==> src/hw/rtl/tsba_ram.sv <==
// ----------------------------------------------------------------------------
// tsba_ram
// single port write, single port read ram with registered read data
// ----------------------------------------------------------------------------
`default_nettype none

module tsba_ram #(
    parameter int WIDTH = 10,
    parameter int DEPTH = 192
) (
    input  wire logic                     i_clk,
    input  wire logic                     i_we,
    input  wire logic [$clog2(DEPTH)-1:0] i_waddr,
    input  wire logic [WIDTH-1:0]         i_wdata,
    input  wire logic [$clog2(DEPTH)-1:0] i_raddr,
    output logic      [WIDTH-1:0]         o_rdata
);
    logic [WIDTH-1:0] r_mem [DEPTH];

    always_ff @(posedge i_clk) begin
        if (i_we) begin
            r_mem[i_waddr] <= i_wdata;
        end
        o_rdata <= r_mem[i_raddr];
    end
endmodule

`default_nettype wire

==> config.mk <==
export PLATFORM = sky130hd
export DESIGN_NAME = tsba_ram
export DESIGN_NICKNAME = d
export VERILOG_FILES = /design/src/hw/rtl/tsba_ram.sv
export SDC_FILE = /design/constraint.sdc
export NUM_CORES = 2
export LEC_CHECK = 0
export BUFFER_PORTS_ARGS = -buffer_cell sky130_fd_sc_hd__buf_4
export CAP_MARGIN = 40
export CORE_MARGIN = 2
export CORE_UTILIZATION = 40
export CTS_CLUSTER_DIAMETER = 60
export DETAILED_ROUTE_END_ITERATION = 12
export PLACE_DENSITY = 0.58
export SLEW_MARGIN = 20
export SYNTH_ARGS = -nofsm -noshare
export SYNTH_HDL_FRONTEND = slang
export SYNTH_SLANG_ARGS = --single-unit
==> constraint.sdc <==
create_clock -name i_clk -period 3.49 [get_ports i_clk]
set_input_delay 0.698 -clock i_clk [delete_from_list [all_inputs] [get_ports i_clk]]
set_output_delay 0.698 -clock i_clk [all_outputs]
set_load 0.02 [all_outputs]
### After elaboration in Yosys (flattened, before gate mapping)

Memories as Yosys holds them, arrays and structs flattened. A register that Yosys moved wholly into a read port is not among the register bits.
Index checks and enable logic that the tools add are counted.

| cells by class | value |
|---|---|
| multiplexer cells | 2 |

Operators with widths:

| cell | count |
|---|---|
| $mux W1 | 2 |

| storage, ports and cells | value |
|---|---|
| flip-flop bits (word level) | 0 |
| memory bits (writable) | 1,920 |
| bits of input ports | 28 |
| output and inout port bits | 10 |
| word-level logic and storage cells | 3 |
| memories | 1 |

Memories:

| memory | depth | width | read ports | clocked after Yosys merged registers in | wr ports | RTL line | text |
|---|---|---|---|---|---|---|---|
| r_mem | 192 | 10 | 1 | 1 | 1 | 18 | `logic [WIDTH-1:0] r_mem [DEPTH];` |

### Depth between registers and ports, before layout

| logic depth | value |
|---|---|
| word-level depth | 2 |
| depth in mapped cells | 13 |
| depth with buffers taken out | 6 |

### Worst setup path after synthesis

Ideal clock, no wire load.

| timing | value |
|---|---|
| path kind | input to register |
| start point | input port i_raddr[1] |
| end point | register o_rdata[5] (read register of r_mem) |
| setup time | 0.131 ns |
| arrival time | 2.800 ns |
| required time | 3.359 ns |
| setup slack | 0.559 ns |
| stages on the path | 11 |
| path buffers | 5 |
| cells stage by stage | buf_2 > buf_4 > buf_2 > buf_2 > buf_1 > mux4_2 > mux4_2 > nand2_1 > nand3_1 > nand3_1 > o31ai_2 |

RTL lines:

| what | RTL line | text |
|---|---|---|
| start: declaration | 15 | `input wire logic [$clog2(DEPTH)-1:0] i_raddr,` |
| end: declaration | 16 | `output logic [WIDTH-1:0] o_rdata` |

==> impl_metrics.toml <==
[route]
via_count = 36950
wl_per_cell_um = 29.5
route.detailed.drc = 0
drtAntennaViolNets = 0
drtIter0Drc = 4192
first_pass_iters = 5
via_per_inst = 5.63
wl_um = 193000

[clock_tree]
cts_tree = "yes"
hold_buffers = 0
numCtsBuffers = 198
cts_root_buffer = "clkbuf_16"
clockBufferDepth = 3
postCtsSetupBuffers = 0
cts.sinks = 1930
htree_levels = 4
cts_resized = 0
clkLatencyLatePin_ns = 0.83
path_clk_slew_ns = 0.06

[grt]
antenna_found_initial = 11
grt_use_met1_pct = 28.4
grt_pass1_vias = 37086
gr-total-overflow = 0
grt.busiest_layer = "met2"
met2_usage_pct = 32.3
gr-usage-met3_pct = 3.83
grt_pass1_wl_um = 276000
track_usage_pct = 20.2
grt_max_degree = 97

[worst_setup_path]
critPathTopFamily = "compound AO/OA/AOI/OAI gates"
crit_arrival_ns = 3.64
reg2reg_from = "r_mem[127][9]$_DFFE_PP_"
endpoint = "o_rdata[3]$_DFF_P_"
worstReg2RegEnd = "o_rdata[9]$_DFF_P_"
cpMostUsedCell = "buf_12"
slowest_stage = "a31oi_1"
required_ns = 4.17
worstSetupStartpoint = "i_raddr[0]"
worstPathCellList = "buf_8 -> buf_12 -> buf_4 -> buf_12 -> buf_12 -> mux4_2 -> mux2i_1 -> nor3_1 -> a311o_1 -> a31oi_1 -> a21oi_1"
start_kind = "primary input"
critical_path_depth = 11
crit_buf_inv = 5
cp_max_fo = 10
reg2reg_slack_ns = 0.81
crit_type = "primary input to register"
critPathCaptureType = "register"
ff2ff_path_depth = 8
cpPeakStageDelay_ns = 0.52

[cells_and_area]
multiInputGateArea_mm2 = 0.0156
regArea_mm2 = 0.0579
n_fill_cell = 15460
fin_area_mm2 = 0.0871
final_nets = 3948
final_layout_size_suffix_gt1_share_pct = 30.5
area_growth_pct = 16.8
final_util_pct = 47.0

[floorplan]
start_util_pct = 40.2
die_w_um = 436
core_mm2 = 0.185
ios = 38
die_h_um = 436
rows = 158
dieArea_mm2 = 0.190

[logic_synthesis]
synth_edf_count = 1920
synth_ff_type = "edfxtp_1"
synth_fp_nets = 3453
ys_seq_area_share_pct = 77.6
syn_area_mm2 = 0.0746
ys_warn_count = 0
syn_avg_cell_area_um2 = 21.8
ys_async_sr_fraction_pct = 0
postSynthCellCount = 3425
synth_cell_type_count = 45
synth-seq-cells = 1930

[timing]
max_freq_mhz = 338
hold_violations = 0
slew_headroom_pct = 42.8
fin_crit_sh_pct = 84.9
whs_ns = 0.312
drv_slew = 0
fin_skew_ns = 0.0387
min_period_ns = 2.96
worstMarginPinSlew_ns = 0.851
setup_viol = 0
rsz0062_at_grt = "no"

[power]
p_leak_nw = 27.9
peakVddDrop_uv = 377
powerDensity_mw_per_mm2 = 555

[place]
portBuffers = 37
gp_congestion = 0.826
hpwl_um = 124000
place_area_mm2 = 0.0810

[job]
cap_violations = 0

[worst_hold_path]
hold_class = "primary input to register"

[status]
status = "finished, final reports clean"
where the power goes:
part | leakage (nW) | switching, mW | internal [mW] | total [mW]
Combinational | 7.51 | 1.60 | 1.01 | 2.61
Clock | 3.01 | 8.85 | 11.3 | 20.1
Sequential | 17.3 | 0.0444 | 25.5 | 25.6
registers in the layout, indices dropped and copies added (netlist names):
signal,cells
r_mem,1920
o_rdata,10
synthesized netlist by cell type, types with 3 or more instances:
master	number	area, µm²
buf_6	28	315
a22oi_1	55	413
nand2_1	78	293
nand4_1	12	75.1
or2_2	3	18.8
buf_1	18	67.6
buf_8	3	45.0
o31ai_2	4	50.1
a21oi_1	46	230
mux2_2	12	135
mux2i_1	151	1510
nor4_1	6	37.5
mux4_2	458	10300
nand2b_1	5	31.3
dfxtp_1	10	200
buf_4	19	143
a31oi_1	4	25.0
nor2_1	218	818
and3_1	7	43.8
and2_1	6	37.5
buf_12	3	60.1
nand3_1	45	225
buf_2	35	175
a221oi_1	22	193
nor3_1	19	95.1
a211oi_1	14	105
o311ai_0	4	35.0
clkbuf_1	90	338
o221ai_1	32	280
nor2b_1	19	119
o41ai_1	4	35.0
a22o_1	4	35.0
a311o_1	3	30.0
edfxtp_1	1920	57700
o21ai_0	20	100
o22ai_1	34	213
worst register-to-register path: cells and delay by family, from the launching register on:
kind	cells	cell delay, ns
simple gates	2	1.01
mux	2	0.65
flops	1	0.36
buf+inv	2	0.34
compound gates	2	0.19
per-layer routing:
| metal | part of all wire, % | wire [µm] |
|---|---|---|
| met3 | 7.2 | 13900 |
| met2 | 48 | 93300 |
| met4 | 2.6 | 5040 |
| met5 | 0 | 0 |
| met1 | 42 | 81100 |
cells in the final DEF, fill, tap and decap left out, types with 17 or more instances in the layout:
master and instances:
clkinv_2 34, nor2_1 217, mux4_2 458, buf_12 51, o221ai_1 32, clkinv_1 44, clkbuf_16 200, a22oi_1 55
buf_4 424, nor2b_1 17, o21ai_0 20, a221oi_1 22, nand3_1 45, mux2i_1 151, o22ai_1 34, nor3_1 19
edfxtp_1 1920, a21oi_1 46, nand2_1 78, clkbuf_1 46
final cells by class:
| cell class | count | area share, % |
|---|---|---|
| diodes | 3 | 0.00861 |
| flip-flops and latches | 1930 | 66.4 |
| repair buffers | 491 | 5.06 |
| well taps | 2480 | 3.56 |
| clock buffers | 249 | 5.99 |
| inverters | 4 | 0.0172 |
| multi-input cells | 1295 | 17.9 |
| clock inverters | 112 | 1.08 |
cells by family after synthesis:
| logic type | synth area share, % |
|---|---|
| DFF | 77.6 |
| muxes | 16.0 |
| AOI/OAI and AO/OA | 2.40 |
| and+or+nand+nor | 2.45 |
| buffers and inverters | 1.55 |
through the flow:
stage	worst slack (ns)	cells	TNS, ns	total power [mW]
6_report	0.528	6564	0	48.3
3_3_place_gp	-0.264	6197	-0.873	28.7
2_1_floorplan	0.559	3425	0	27.4
3_5_place_dp	-0.274	6200	-0.836	28.7
4_1_cts	0.612	6561	0	48.7
5_1_grt	0.534	6564	0	49.7
worst min-delay path by stage:
| stage | startpoint | end | slack (ns) | depth (start not counted) |
|---|---|---|---|---|
| floorplan | r_mem[35][1]$_DFFE_PP_ | o_rdata[1]$_DFF_P_ | 0.75 | 5 |
| global placement | r_mem[29][8]$_DFFE_PP_ | o_rdata[8]$_DFF_P_ | 1.03 | 5 |
| detailed placement | r_mem[34][1]$_DFFE_PP_ | o_rdata[1]$_DFF_P_ | 1.03 | 5 |
| CTS | i_wdata[1] | r_mem[188][1]$_DFFE_PP_ | 0.29 | 1 |
| global route | i_wdata[1] | r_mem[135][1]$_DFFE_PP_ | 0.31 | 1 |
| finish | i_wdata[1] | r_mem[135][1]$_DFFE_PP_ | 0.31 | 1 |
No activity file was read; power rests on OpenSTA's default activity.
